File: config.mk
export PLATFORM = sky130hd
export DESIGN_NAME = utf8_to_utf16_transcoder_flat
export DESIGN_NICKNAME = d
export VERILOG_FILES = /design/src/rtl/u8u16_pkg.sv /design/src/rtl/u8u16_ifs.sv /design/src/rtl/u8u16_front.sv /design/src/rtl/u8u16_queue.sv /design/src/rtl/u8u16_back.sv /design/src/rtl/utf8_to_utf16_transcoder.sv /design/src/flat_wrapper.sv
export SDC_FILE = /design/constraint.sdc
export NUM_CORES = 1
export LEC_CHECK = 0
export BUFFER_PORTS_ARGS = -buffer_cell sky130_fd_sc_hd__buf_2
export CAP_MARGIN = 10
export CELL_PAD_IN_SITES_DETAIL_PLACEMENT = 2
export CELL_PAD_IN_SITES_GLOBAL_PLACEMENT = 2
export CORE_MARGIN = 8
export CORE_UTILIZATION = 45
export DETAILED_ROUTE_END_ITERATION = 8
export PLACE_DENSITY = 0.88
export SLEW_MARGIN = 20
export SYNTH_ARGS = -nofsm -noshare
export SYNTH_HDL_FRONTEND = slang
export SYNTH_SLANG_ARGS = --single-unit
File: constraint.sdc
create_clock -name clk -period 4.81 [get_ports clk]
set_input_delay 0.481 -clock clk [delete_from_list [all_inputs] [get_ports clk]]
set_output_delay 0.481 -clock clk [all_outputs]
set_load 0.005 [all_outputs]
File: src/rtl/u8u16_pkg.sv
// Package: shared constants and queue entry type for the UTF-8 to UTF-16 transcoder.
`timescale 1ns / 1ps

package u8u16_pkg;

  localparam int UNIT_W      = 21;
  localparam int QUEUE_DEPTH = 4;

  localparam logic [UNIT_W-1:0] REPL_CHAR    = 21'h00FFFD;
  localparam logic [UNIT_W-1:0] SUPP_BASE    = 21'h010000;
  localparam logic [UNIT_W-1:0] SURR_HI_BASE = 21'h00D800;
  localparam logic [UNIT_W-1:0] SURR_LO_BASE = 21'h00DC00;

  localparam logic [7:0] CONT_LO    = 8'h80;
  localparam logic [7:0] CONT_HI    = 8'hBF;
  localparam logic [7:0] CONT_MASK  = 8'h3F;
  localparam logic [7:0] E0_LO      = 8'hA0;
  localparam logic [7:0] ED_HI      = 8'h9F;
  localparam logic [7:0] F0_LO      = 8'h90;
  localparam logic [7:0] F4_HI      = 8'h8F;
  localparam logic [7:0] LEAD2_MIN  = 8'hC2;
  localparam logic [7:0] LEAD2_MAX  = 8'hDF;
  localparam logic [7:0] LEAD3_MIN  = 8'hE0;
  localparam logic [7:0] LEAD3_MAX  = 8'hEF;
  localparam logic [7:0] LEAD4_MIN  = 8'hF0;
  localparam logic [7:0] LEAD4_MAX  = 8'hF4;
  localparam logic [7:0] LEAD_E0    = 8'hE0;
  localparam logic [7:0] LEAD_ED    = 8'hED;
  localparam logic [7:0] LEAD_F0    = 8'hF0;
  localparam logic [7:0] LEAD_F4    = 8'hF4;

  localparam logic FMT_UTF32 = 1'b0;
  localparam logic FMT_UTF16 = 1'b1;

  // One queue entry: the one or two results of one input byte.
  typedef struct packed {
    logic [UNIT_W-1:0] unit0;
    logic              repl0;
    logic [UNIT_W-1:0] unit1;
    logic              repl1;
    logic              two;
    logic              eos;
  } q_entry_t;

endpackage

File: src/rtl/u8u16_ifs.sv
// Interfaces: byte input, result output and configuration write channels.
`timescale 1ns / 1ps

interface u8u16_in_if;
  logic       valid;
  logic       ready;
  logic [7:0] in_byte;
  logic       end_of_string;
  modport source (output valid, in_byte, end_of_string, input ready);
  modport sink (input valid, in_byte, end_of_string, output ready);
endinterface

interface u8u16_out_if;
  logic                         valid;
  logic                         ready;
  logic [u8u16_pkg::UNIT_W-1:0] out_unit;
  logic                         is_replacement;
  logic                         string_done;
  logic                         last_of_run;
  modport source (output valid, out_unit, is_replacement, string_done, last_of_run,
                  input ready);
  modport sink (input valid, out_unit, is_replacement, string_done, last_of_run,
                output ready);
endinterface

interface u8u16_cfg_if;
  logic valid;
  logic ready;
  logic output_format;
  modport source (output valid, output_format, input ready);
  modport sink (input valid, output_format, output ready);
endinterface

File: src/rtl/u8u16_front.sv
// Front end: accepts bytes, runs the UTF-8 decoder state and builds queue entries.
`timescale 1ns / 1ps

module u8u16_front (
  input  logic                clk,
  input  logic                rst_n,
  u8u16_in_if.sink            in_ch,
  input  logic                fmt,
  input  logic                q_full,
  output logic                push,
  output u8u16_pkg::q_entry_t push_data
);

  logic [1:0]                   pend_r, pend_nxt;
  logic [u8u16_pkg::UNIT_W-1:0] part_r, part_nxt;
  logic [7:0]                   lo_r, lo_nxt;
  logic [7:0]                   hi_r, hi_nxt;

  logic [7:0]                   b;
  logic                         accept;

  // lead byte decode
  logic [1:0]                   lead_pend;
  logic [u8u16_pkg::UNIT_W-1:0] lead_part;
  logic [7:0]                   lead_lo;
  logic [7:0]                   lead_hi;
  logic                         lead_emit;
  logic                         lead_repl;
  logic [u8u16_pkg::UNIT_W-1:0] lead_unit;

  logic [1:0]                   k;
  logic                         use_lead;
  logic [u8u16_pkg::UNIT_W-1:0] cp;
  logic [u8u16_pkg::UNIT_W-1:0] adj;
  u8u16_pkg::q_entry_t          ent;

  assign b            = in_ch.in_byte;
  assign in_ch.ready  = ~q_full;
  assign accept       = in_ch.valid & ~q_full;

  always_comb begin
    lead_pend = 2'd0;
    lead_part = '0;
    lead_lo   = u8u16_pkg::CONT_LO;
    lead_hi   = u8u16_pkg::CONT_HI;
    lead_emit = 1'b0;
    lead_repl = 1'b0;
    lead_unit = '0;
    priority if (b < u8u16_pkg::CONT_LO) begin
      lead_emit = 1'b1;
      lead_unit = {13'd0, b};
    end else if (b >= u8u16_pkg::LEAD2_MIN && b <= u8u16_pkg::LEAD2_MAX) begin
      lead_pend = 2'd1;
      lead_part = {16'd0, b[4:0]};
    end else if (b >= u8u16_pkg::LEAD3_MIN && b <= u8u16_pkg::LEAD3_MAX) begin
      lead_pend = 2'd2;
      lead_part = {17'd0, b[3:0]};
      if (b == u8u16_pkg::LEAD_E0) lead_lo = u8u16_pkg::E0_LO;
      if (b == u8u16_pkg::LEAD_ED) lead_hi = u8u16_pkg::ED_HI;
    end else if (b >= u8u16_pkg::LEAD4_MIN && b <= u8u16_pkg::LEAD4_MAX) begin
      lead_pend = 2'd3;
      lead_part = {18'd0, b[2:0]};
      if (b == u8u16_pkg::LEAD_F0) lead_lo = u8u16_pkg::F0_LO;
      if (b == u8u16_pkg::LEAD_F4) lead_hi = u8u16_pkg::F4_HI;
    end else begin
      lead_emit = 1'b1;
      lead_repl = 1'b1;
      lead_unit = u8u16_pkg::REPL_CHAR;
    end
  end

  assign cp  = {part_r[14:0], b[5:0] & u8u16_pkg::CONT_MASK[5:0]};
  assign adj = cp - u8u16_pkg::SUPP_BASE;

  always_comb begin
    pend_nxt = pend_r;
    part_nxt = part_r;
    lo_nxt   = lo_r;
    hi_nxt   = hi_r;
    ent      = '0;
    k        = 2'd0;
    use_lead = 1'b0;

    if (pend_r != 2'd0) begin
      if (b >= lo_r && b <= hi_r) begin
        pend_nxt = pend_r - 2'd1;
        part_nxt = cp;
        lo_nxt   = u8u16_pkg::CONT_LO;
        hi_nxt   = u8u16_pkg::CONT_HI;
        if (pend_r == 2'd1) begin
          // sequence complete: go idle and emit the code point
          part_nxt = '0;
          if (fmt == u8u16_pkg::FMT_UTF16 && cp >= u8u16_pkg::SUPP_BASE) begin
            ent.unit0 = u8u16_pkg::SURR_HI_BASE + {11'd0, adj[19:10]};
            ent.unit1 = u8u16_pkg::SURR_LO_BASE + {11'd0, adj[9:0]};
            k = 2'd2;
          end else begin
            ent.unit0 = cp;
            k = 2'd1;
          end
        end
      end else begin
        // bad continuation: replace the open sequence, then retry as a lead
        ent.unit0 = u8u16_pkg::REPL_CHAR;
        ent.repl0 = 1'b1;
        k         = 2'd1;
        use_lead  = 1'b1;
      end
    end else begin
      use_lead = 1'b1;
    end

    if (use_lead) begin
      pend_nxt = lead_pend;
      part_nxt = lead_part;
      lo_nxt   = lead_lo;
      hi_nxt   = lead_hi;
      if (lead_emit) begin
        if (k == 2'd0) begin
          ent.unit0 = lead_unit;
          ent.repl0 = lead_repl;
        end else begin
          ent.unit1 = lead_unit;
          ent.repl1 = lead_repl;
        end
        k = k + 2'd1;
      end
    end

    // truncated end of string
    if (in_ch.end_of_string && pend_nxt != 2'd0) begin
      pend_nxt = 2'd0;
      part_nxt = '0;
      lo_nxt   = u8u16_pkg::CONT_LO;
      hi_nxt   = u8u16_pkg::CONT_HI;
      if (k == 2'd0) begin
        ent.unit0 = u8u16_pkg::REPL_CHAR;
        ent.repl0 = 1'b1;
      end else begin
        ent.unit1 = u8u16_pkg::REPL_CHAR;
        ent.repl1 = 1'b1;
      end
      k = k + 2'd1;
    end

    ent.two = (k == 2'd2);
    ent.eos = in_ch.end_of_string;
  end

  assign push      = accept & (k != 2'd0);
  assign push_data = ent;

  always_ff @(posedge clk) begin
    if (!rst_n) begin
      pend_r <= 2'd0;
      part_r <= '0;
      lo_r   <= u8u16_pkg::CONT_LO;
      hi_r   <= u8u16_pkg::CONT_HI;
    end else if (accept) begin
      pend_r <= pend_nxt;
      part_r <= part_nxt;
      lo_r   <= lo_nxt;
      hi_r   <= hi_nxt;
    end
  end

endmodule

File: src/rtl/u8u16_queue.sv
// Queue: small register FIFO of decoded entries between front and back end.
`timescale 1ns / 1ps

module u8u16_queue #(
  parameter int DEPTH = u8u16_pkg::QUEUE_DEPTH
) (
  input  logic                clk,
  input  logic                rst_n,
  input  logic                push,
  input  u8u16_pkg::q_entry_t push_data,
  output logic                full,
  input  logic                pop,
  output logic                not_empty,
  output u8u16_pkg::q_entry_t pop_data
);

  localparam int PW = $clog2(DEPTH);
  localparam int CW = $clog2(DEPTH + 1);

  u8u16_pkg::q_entry_t mem [DEPTH];
  logic [PW-1:0]       wr_ptr_r, rd_ptr_r;
  logic [CW-1:0]       cnt_r, cnt_nxt;
  logic                do_push, do_pop;

  assign full      = (cnt_r == CW'(DEPTH));
  assign not_empty = (cnt_r != '0);
  assign do_push   = push & ~full;
  assign do_pop    = pop & not_empty;
  assign pop_data  = mem[rd_ptr_r];

  always_comb begin
    cnt_nxt = cnt_r;
    unique case ({do_push, do_pop})
      2'b10:   cnt_nxt = cnt_r + 1'b1;
      2'b01:   cnt_nxt = cnt_r - 1'b1;
      default: cnt_nxt = cnt_r;
    endcase
  end

  always_ff @(posedge clk) begin
    if (do_push) mem[wr_ptr_r] <= push_data;
  end

  always_ff @(posedge clk) begin
    if (!rst_n) begin
      wr_ptr_r <= '0;
      rd_ptr_r <= '0;
      cnt_r    <= '0;
    end else begin
      cnt_r <= cnt_nxt;
      if (do_push) wr_ptr_r <= (wr_ptr_r == PW'(DEPTH - 1)) ? '0 : wr_ptr_r + 1'b1;
      if (do_pop)  rd_ptr_r <= (rd_ptr_r == PW'(DEPTH - 1)) ? '0 : rd_ptr_r + 1'b1;
    end
  end

endmodule

File: src/rtl/u8u16_back.sv
// Back end: splits queue entries into result transactions through an output register.
`timescale 1ns / 1ps

module u8u16_back (
  input  logic                clk,
  input  logic                rst_n,
  input  logic                q_valid,
  input  u8u16_pkg::q_entry_t q_data,
  output logic                q_pop,
  u8u16_out_if.source         out_ch
);

  logic                         valid_r;
  logic [u8u16_pkg::UNIT_W-1:0] unit_r;
  logic                         repl_r;
  logic                         done_r;
  logic                         last_r;

  // second result of a two-result entry, waiting for its turn
  logic                         sec_valid_r;
  logic [u8u16_pkg::UNIT_W-1:0] sec_unit_r;
  logic                         sec_repl_r;
  logic                         sec_eos_r;

  logic                         advance;

  assign advance = ~valid_r | out_ch.ready;
  assign q_pop   = advance & ~sec_valid_r & q_valid;

  assign out_ch.valid          = valid_r;
  assign out_ch.out_unit       = unit_r;
  assign out_ch.is_replacement = repl_r;
  assign out_ch.string_done    = done_r;
  assign out_ch.last_of_run    = last_r;

  always_ff @(posedge clk) begin
    if (!rst_n) begin
      valid_r     <= 1'b0;
      sec_valid_r <= 1'b0;
    end else if (advance) begin
      if (sec_valid_r) begin
        valid_r     <= 1'b1;
        sec_valid_r <= 1'b0;
      end else begin
        valid_r     <= q_valid;
        sec_valid_r <= q_valid & q_data.two;
      end
    end
  end

  always_ff @(posedge clk) begin
    if (advance) begin
      if (sec_valid_r) begin
        unit_r <= sec_unit_r;
        repl_r <= sec_repl_r;
        done_r <= sec_eos_r;
        last_r <= 1'b1;
      end else begin
        unit_r     <= q_data.unit0;
        repl_r     <= q_data.repl0;
        done_r     <= q_data.eos & ~q_data.two;
        last_r     <= ~q_data.two;
        sec_unit_r <= q_data.unit1;
        sec_repl_r <= q_data.repl1;
        sec_eos_r  <= q_data.eos;
      end
    end
  end

endmodule

File: src/rtl/utf8_to_utf16_transcoder.sv
// Top level: UTF-8 byte stream to UTF-32 code points or UTF-16 code units.
// A byte's first result passes through the queue and then the output register.
// Throughput: one byte per cycle while the queue is not full; a byte with two results gives two output transactions.
// Bytes that finish nothing produce no transaction.
// rst_n is synchronous, active low: decoder idle, queue empty, output format UTF-32.
`timescale 1ns / 1ps

module utf8_to_utf16_transcoder #(
  parameter int QUEUE_DEPTH = u8u16_pkg::QUEUE_DEPTH
) (
  input  logic         clk,
  input  logic         rst_n,
  u8u16_in_if.sink     in_ch,
  u8u16_out_if.source  out_ch,
  u8u16_cfg_if.sink    cfg_ch
);

  // Output format register. It is to be only written while the block is idle, a rule for the user
  // that the block itself does not enforce, so that the front end may apply it at decode time.
  logic                fmt_r;

  logic                q_full;
  logic                q_push;
  u8u16_pkg::q_entry_t q_push_data;
  logic                q_pop;
  logic                q_valid;
  u8u16_pkg::q_entry_t q_pop_data;

  assign cfg_ch.ready = 1'b1;

  always_ff @(posedge clk) begin
    if (!rst_n) begin
      fmt_r <= u8u16_pkg::FMT_UTF32;
    end else if (cfg_ch.valid) begin
      fmt_r <= cfg_ch.output_format;
    end
  end

  // Front end: validate each byte against the allowed range, gather code
  // point bits, and pack the byte's one or two results into a queue entry.
  u8u16_front u_front (
    .clk       (clk),
    .rst_n     (rst_n),
    .in_ch     (in_ch),
    .fmt       (fmt_r),
    .q_full    (q_full),
    .push      (q_push),
    .push_data (q_push_data)
  );

  // Decoupling queue: holds entries while a two-result byte is sent or the output
  // stalls; the input side is stopped only when the queue is full.
  u8u16_queue #(
    .DEPTH (QUEUE_DEPTH)
  ) u_queue (
    .clk       (clk),
    .rst_n     (rst_n),
    .push      (q_push),
    .push_data (q_push_data),
    .full      (q_full),
    .pop       (q_pop),
    .not_empty (q_valid),
    .pop_data  (q_pop_data)
  );

  // Back end: present each result as one output transaction, flag the last
  // of each byte and the end of the string.
  u8u16_back u_back (
    .clk     (clk),
    .rst_n   (rst_n),
    .q_valid (q_valid),
    .q_data  (q_pop_data),
    .q_pop   (q_pop),
    .out_ch  (out_ch)
  );

endmodule

File: src/flat_wrapper.sv
// flat-port wrapper written by rule: the top's interface ports become plain ports
module utf8_to_utf16_transcoder_flat 
#(
  parameter int QUEUE_DEPTH = u8u16_pkg::QUEUE_DEPTH
)
  (clk, rst_n, in_ch_valid, in_ch_in_byte, in_ch_end_of_string, in_ch_ready, out_ch_valid, out_ch_out_unit, out_ch_is_replacement, out_ch_string_done, out_ch_last_of_run, out_ch_ready, cfg_ch_valid, cfg_ch_output_format, cfg_ch_ready);
  u8u16_in_if in_ch_i ();
  u8u16_out_if out_ch_i ();
  u8u16_cfg_if cfg_ch_i ();
  input  logic clk;
  input  logic rst_n;
  input wire logic [$bits(in_ch_i.valid)-1:0] in_ch_valid;
  input wire logic [$bits(in_ch_i.in_byte)-1:0] in_ch_in_byte;
  input wire logic [$bits(in_ch_i.end_of_string)-1:0] in_ch_end_of_string;
  output wire logic [$bits(in_ch_i.ready)-1:0] in_ch_ready;
  output wire logic [$bits(out_ch_i.valid)-1:0] out_ch_valid;
  output wire logic [$bits(out_ch_i.out_unit)-1:0] out_ch_out_unit;
  output wire logic [$bits(out_ch_i.is_replacement)-1:0] out_ch_is_replacement;
  output wire logic [$bits(out_ch_i.string_done)-1:0] out_ch_string_done;
  output wire logic [$bits(out_ch_i.last_of_run)-1:0] out_ch_last_of_run;
  input wire logic [$bits(out_ch_i.ready)-1:0] out_ch_ready;
  input wire logic [$bits(cfg_ch_i.valid)-1:0] cfg_ch_valid;
  input wire logic [$bits(cfg_ch_i.output_format)-1:0] cfg_ch_output_format;
  output wire logic [$bits(cfg_ch_i.ready)-1:0] cfg_ch_ready;
  assign in_ch_i.valid = in_ch_valid;
  assign in_ch_i.in_byte = in_ch_in_byte;
  assign in_ch_i.end_of_string = in_ch_end_of_string;
  assign in_ch_ready = in_ch_i.ready;
  assign out_ch_valid = out_ch_i.valid;
  assign out_ch_out_unit = out_ch_i.out_unit;
  assign out_ch_is_replacement = out_ch_i.is_replacement;
  assign out_ch_string_done = out_ch_i.string_done;
  assign out_ch_last_of_run = out_ch_i.last_of_run;
  assign out_ch_i.ready = out_ch_ready;
  assign cfg_ch_i.valid = cfg_ch_valid;
  assign cfg_ch_i.output_format = cfg_ch_output_format;
  assign cfg_ch_ready = cfg_ch_i.ready;
  utf8_to_utf16_transcoder #(.QUEUE_DEPTH(QUEUE_DEPTH)) u_core (.clk(clk), .rst_n(rst_n), .in_ch(in_ch_i), .out_ch(out_ch_i), .cfg_ch(cfg_ch_i));
endmodule
==> run_results.csv <==
group,metric,value,unit
final_layout,regArea,6100,sq um
yosys,syn_area,9240,sq um
timing,fin_worst_skew,0.01244,ns
worst_setup_path,r2r_cells,15,
clock_tree,post_cts_buffers,0,
global_routing,antenna_found_initial,0,
drt,first_pass_iters,4,
placed_design,post-place-cells,907,
die,io_pins,42,
yosys,yosysUniqueCellTypes,58,
final_layout,drive_above_1_share,22.24,%
drt,wl_per_cell,28.67,um
power_and_ir_drop,leakage,3.793,nW
worst_setup_path,reg2reg_from,"u_core.u_front.part_r[10]$_SDFFE_PN0P_",
yosys,yosys.area_share.xor_xnor,0.4739,%
clock_tree,clockBufferDepth,3,
drt,drc_errors,0,
clock_tree,cts_tree,"yes",
global_routing,grt.total_usage,21.44,%
timing,hold_ws,0.2825,ns
final_layout,multi_input_area,2889,sq um
power_and_ir_drop,ir_worst_vdd,0.0002451,V
yosys,yosys.area_share.adder,2.248,%
worst_setup_path,worst-r2r-setup-slack,0.23,ns
worst_setup_path,startpoint,"u_core.u_front.part_r[10]$_SDFFE_PN0P_",
worst_setup_path,arrival,5.01,ns
timing,slew_violations,0,
yosys,yosysSeqAreaShare,65.97,%
yosys,synth_edf_count,181,
final_layout,antennaDiodeCount,0,
timing,relSlewSlack,25.05,%
yosys,synth-simple-area-share,8.869,%
yosys,yosysTopAreaCellShare,58.82,%
clock_tree,cts_resized,0,
yosys,synth_top_cells_by_area,"edfxtp_1 (59%), mux4_2 (8.8%), dfxtp_1 (7.1%)",
global_routing,grt_max_degree,37,
min_path,hold_path_end,"u_core.u_queue.mem[2][0]$_DFFE_PP_",
final_layout,fillCellCount,1862,
clock_tree,path_clk_slew,0.06,ns
yosys,syn_nets,646,
timing,final-hold-violation-count,0,
run_status,status,"complete, no violations",
clock_tree,cts_root_buffer,"clkbuf_16",
min_path,worst_hold_path_type,"input port to register",
drt,dr.first_iter.drc_count,343,
yosys,yosysMostFrequentCell,"edfxtp_1",
min_path,hold_depth,1,
global_routing,grt_pass1_wl,41280,um
drt,wl,27210,um
global_routing,grt_pass1_vias,6412,
placed_design,port_buffers,40,
drt,viasPerCell,5.910,
worst_setup_path,end_kind,"register",
clock_tree,cts_buffers,23,
yosys,syn_inst,615,
clock_tree,postCtsHoldBufs,0,
worst_setup_path,crit_type,"register to register",
yosys,synth_top_family_by_area,"multiplexers",
die,core_area,20170,sq um
min_path,min_from,"in_ch_end_of_string",
worst_setup_path,timing.rr.end,"u_core.u_queue.cnt_r[2]$_SDFFE_PN0P_",
placed_design,dp_hpwl,18930,um
timing,worstMarginPinSlew,1.123,ns
die,start_util,45.81,%
drt,ant_nets,0,
job,cap_violations,0,
worst_setup_path,worstPathRequired,5.25,ns
yosys,async_flop_share,0,%
yosys,synth.mux.area_fraction,11.08,%
timing,rsz0062_at_grt,"no",
yosys,synth.avg_cell_area,15.02,sq um
clock_tree,htreeDepth,1,
yosys,synth_largest_area_cell,"edfxtp_1",
final_layout,area_delta_synth_final,13.95,%
yosys,synth_common_cells,"edfxtp_1 (181), nand2_1 (49), o21ai_0 (41)",
timing,finalCritPeriodShare,95.16,%
timing,period_needed,4.577,ns
die,die_h,159.3,um
die,die_area,25370,sq um
die,rows,52,
final_layout,instances_no_fill,949,
die,fp.dieW,159.3,um
timing,max_freq,0.2185,GHz
power_and_ir_drop,pwr_density_cell,532.1,nW/um^2
timing,finalSetupViolCount,0,
drt,num_vias,5609,
worst_setup_path,worst-path-max-fanout,7,
worst_setup_path,cp-start-kind,"register",
clock_tree,clock_latency,0.52,ns
yosys,ys_warn_count,0,
yosys,dominantRegCellSynth,"edfxtp_1",
final_layout,fin_nets,693,
timing,setup-tns-final,0,ns
placed_design,gp_congestion,0.8928,
clock_tree,numClockSinks,214,
global_routing,grt_overflow,0,
yosys,synth_compound_area_share,8.531,%
yosys,ys_ff_latch,214,
[worst max path at each step]
stage / to / slack, ns / cells past startpoint
detailed placement: u_core.u_queue.cnt_r[2]$_SDFFE_PN0P_ / 0.29 / 17
global placement: u_core.u_queue.cnt_r[2]$_SDFFE_PN0P_ / 0.55 / 15
CTS: u_core.u_queue.cnt_r[2]$_SDFFE_PN0P_ / 0.27 / 15
global route: u_core.u_queue.cnt_r[2]$_SDFFE_PN0P_ / 0.02 / 15
finish: u_core.u_queue.cnt_r[2]$_SDFFE_PN0P_ / 0.23 / 15
floorplan: u_core.u_queue.cnt_r[2]$_SDFFE_PN0P_ / 0.64 / 18
[per-stage QoR]
step           utilization, %  power (mW)  setup WS [ns]  cell area (sq um)
2_1_floorplan               -       3.348         0.6360               9240
3_3_place_gp            48.41       3.693         0.5471               9764
4_1_cts                 52.19       5.671         0.2724              10530
3_5_place_dp            48.41       3.886         0.2869               9764
6_report                52.20       5.602         0.2329              10530
5_1_grt                 52.20       5.816        0.02099              10530
[power breakdown]
group | total (mW) | switching, mW | internal, mW
Combinational | 1.20 | 0.653 | 0.546
Clock | 1.78 | 0.719 | 1.06
Sequential | 2.62 | 0.190 | 2.43
[metal layers]
| layer | GRT usage, % | part of all wire [%] | vias to the layer above |
|---|---|---|---|
| met2 | 38.89 | 53 | 171 |
| met3 | 2.947 | 3.8 | 61 |
| met4 | 8.148 | 3.6 | 0 |
| li1 | - | - | 2442 |
| met1 | 25.38 | 40 | 2935 |
| met5 | 0 | 0 | - |
[critical path: stages (launching register included)]
cell      delay (ns)
dfxtp_1         0.51
ha_1            0.22
nor3b_1         0.29
nand4_1         0.22
o41a_1          0.64
nor3_2          0.53
nor2_1          0.11
ha_1            0.34
o211a_4         0.30
inv_1           0.07
ha_1            0.18
inv_1           0.06
fa_1            0.37
xor2_1          0.17
or3_1           0.30
a21boi_0        0.17
[kinds of logic after synthesis]
logic type | Yosys count
AOI/OAI and AO/OA | 112
xor gates and xnor gates | 5
adders and majority gates | 16
buffers and inverters | 58
DFF | 214
muxes | 56
other | 1
and+or+nand+nor | 153
[sequential cells by signal, summed over array words and instances, names as in the netlist, 3 cells and up, named ones only]
signal,cells
u_core.u_front.part_r,15
u_core.u_back.out_ch.out_unit,21
u_core.u_back.sec_unit_r,11
u_core.u_queue.cnt_r,3
u_core.u_queue.mem,144
[cells in the final DEF, fill, tap and decap left out, drive strengths merged, types with 5 or more instances in the layout]
| cell | Yosys | routed |
|---|---|---|
| clkbuf | 20 | 34 |
| inv | 26 | 27 |
| mux2i | 10 | 10 |
| and2 | 8 | 8 |
| nor2b | 26 | 26 |
| nor4 | 7 | 7 |
| nand3 | 9 | 9 |
| o21ai | 43 | 43 |
| nand2b | 5 | 5 |
| a21oi | 10 | 10 |
| edfxtp | 181 | 181 |
| a21boi | 13 | 13 |
| mux2 | 10 | 10 |
| nor3 | 7 | 7 |
| mux4 | 36 | 36 |
| nor2 | 21 | 21 |
| dfxtp | 33 | 33 |
| a21o | 16 | 16 |
| a22oi | 5 | 5 |
| nand2 | 49 | 49 |
| buf | 12 | 54 |
| and3 | 9 | 9 |
| ha | 15 | 15 |
| clkinv | 0 | 5 |
[final cells by class]
class,count,share of cell area [%]
tap,270,3.209
sequential,214,57.93
timing repair buffer,54,3.256
multi-input combinational,343,27.44
inverter,26,0.9269
clock buffer,34,6.239
clock inverter,8,0.9982
(Power assumes the default switching activity.)
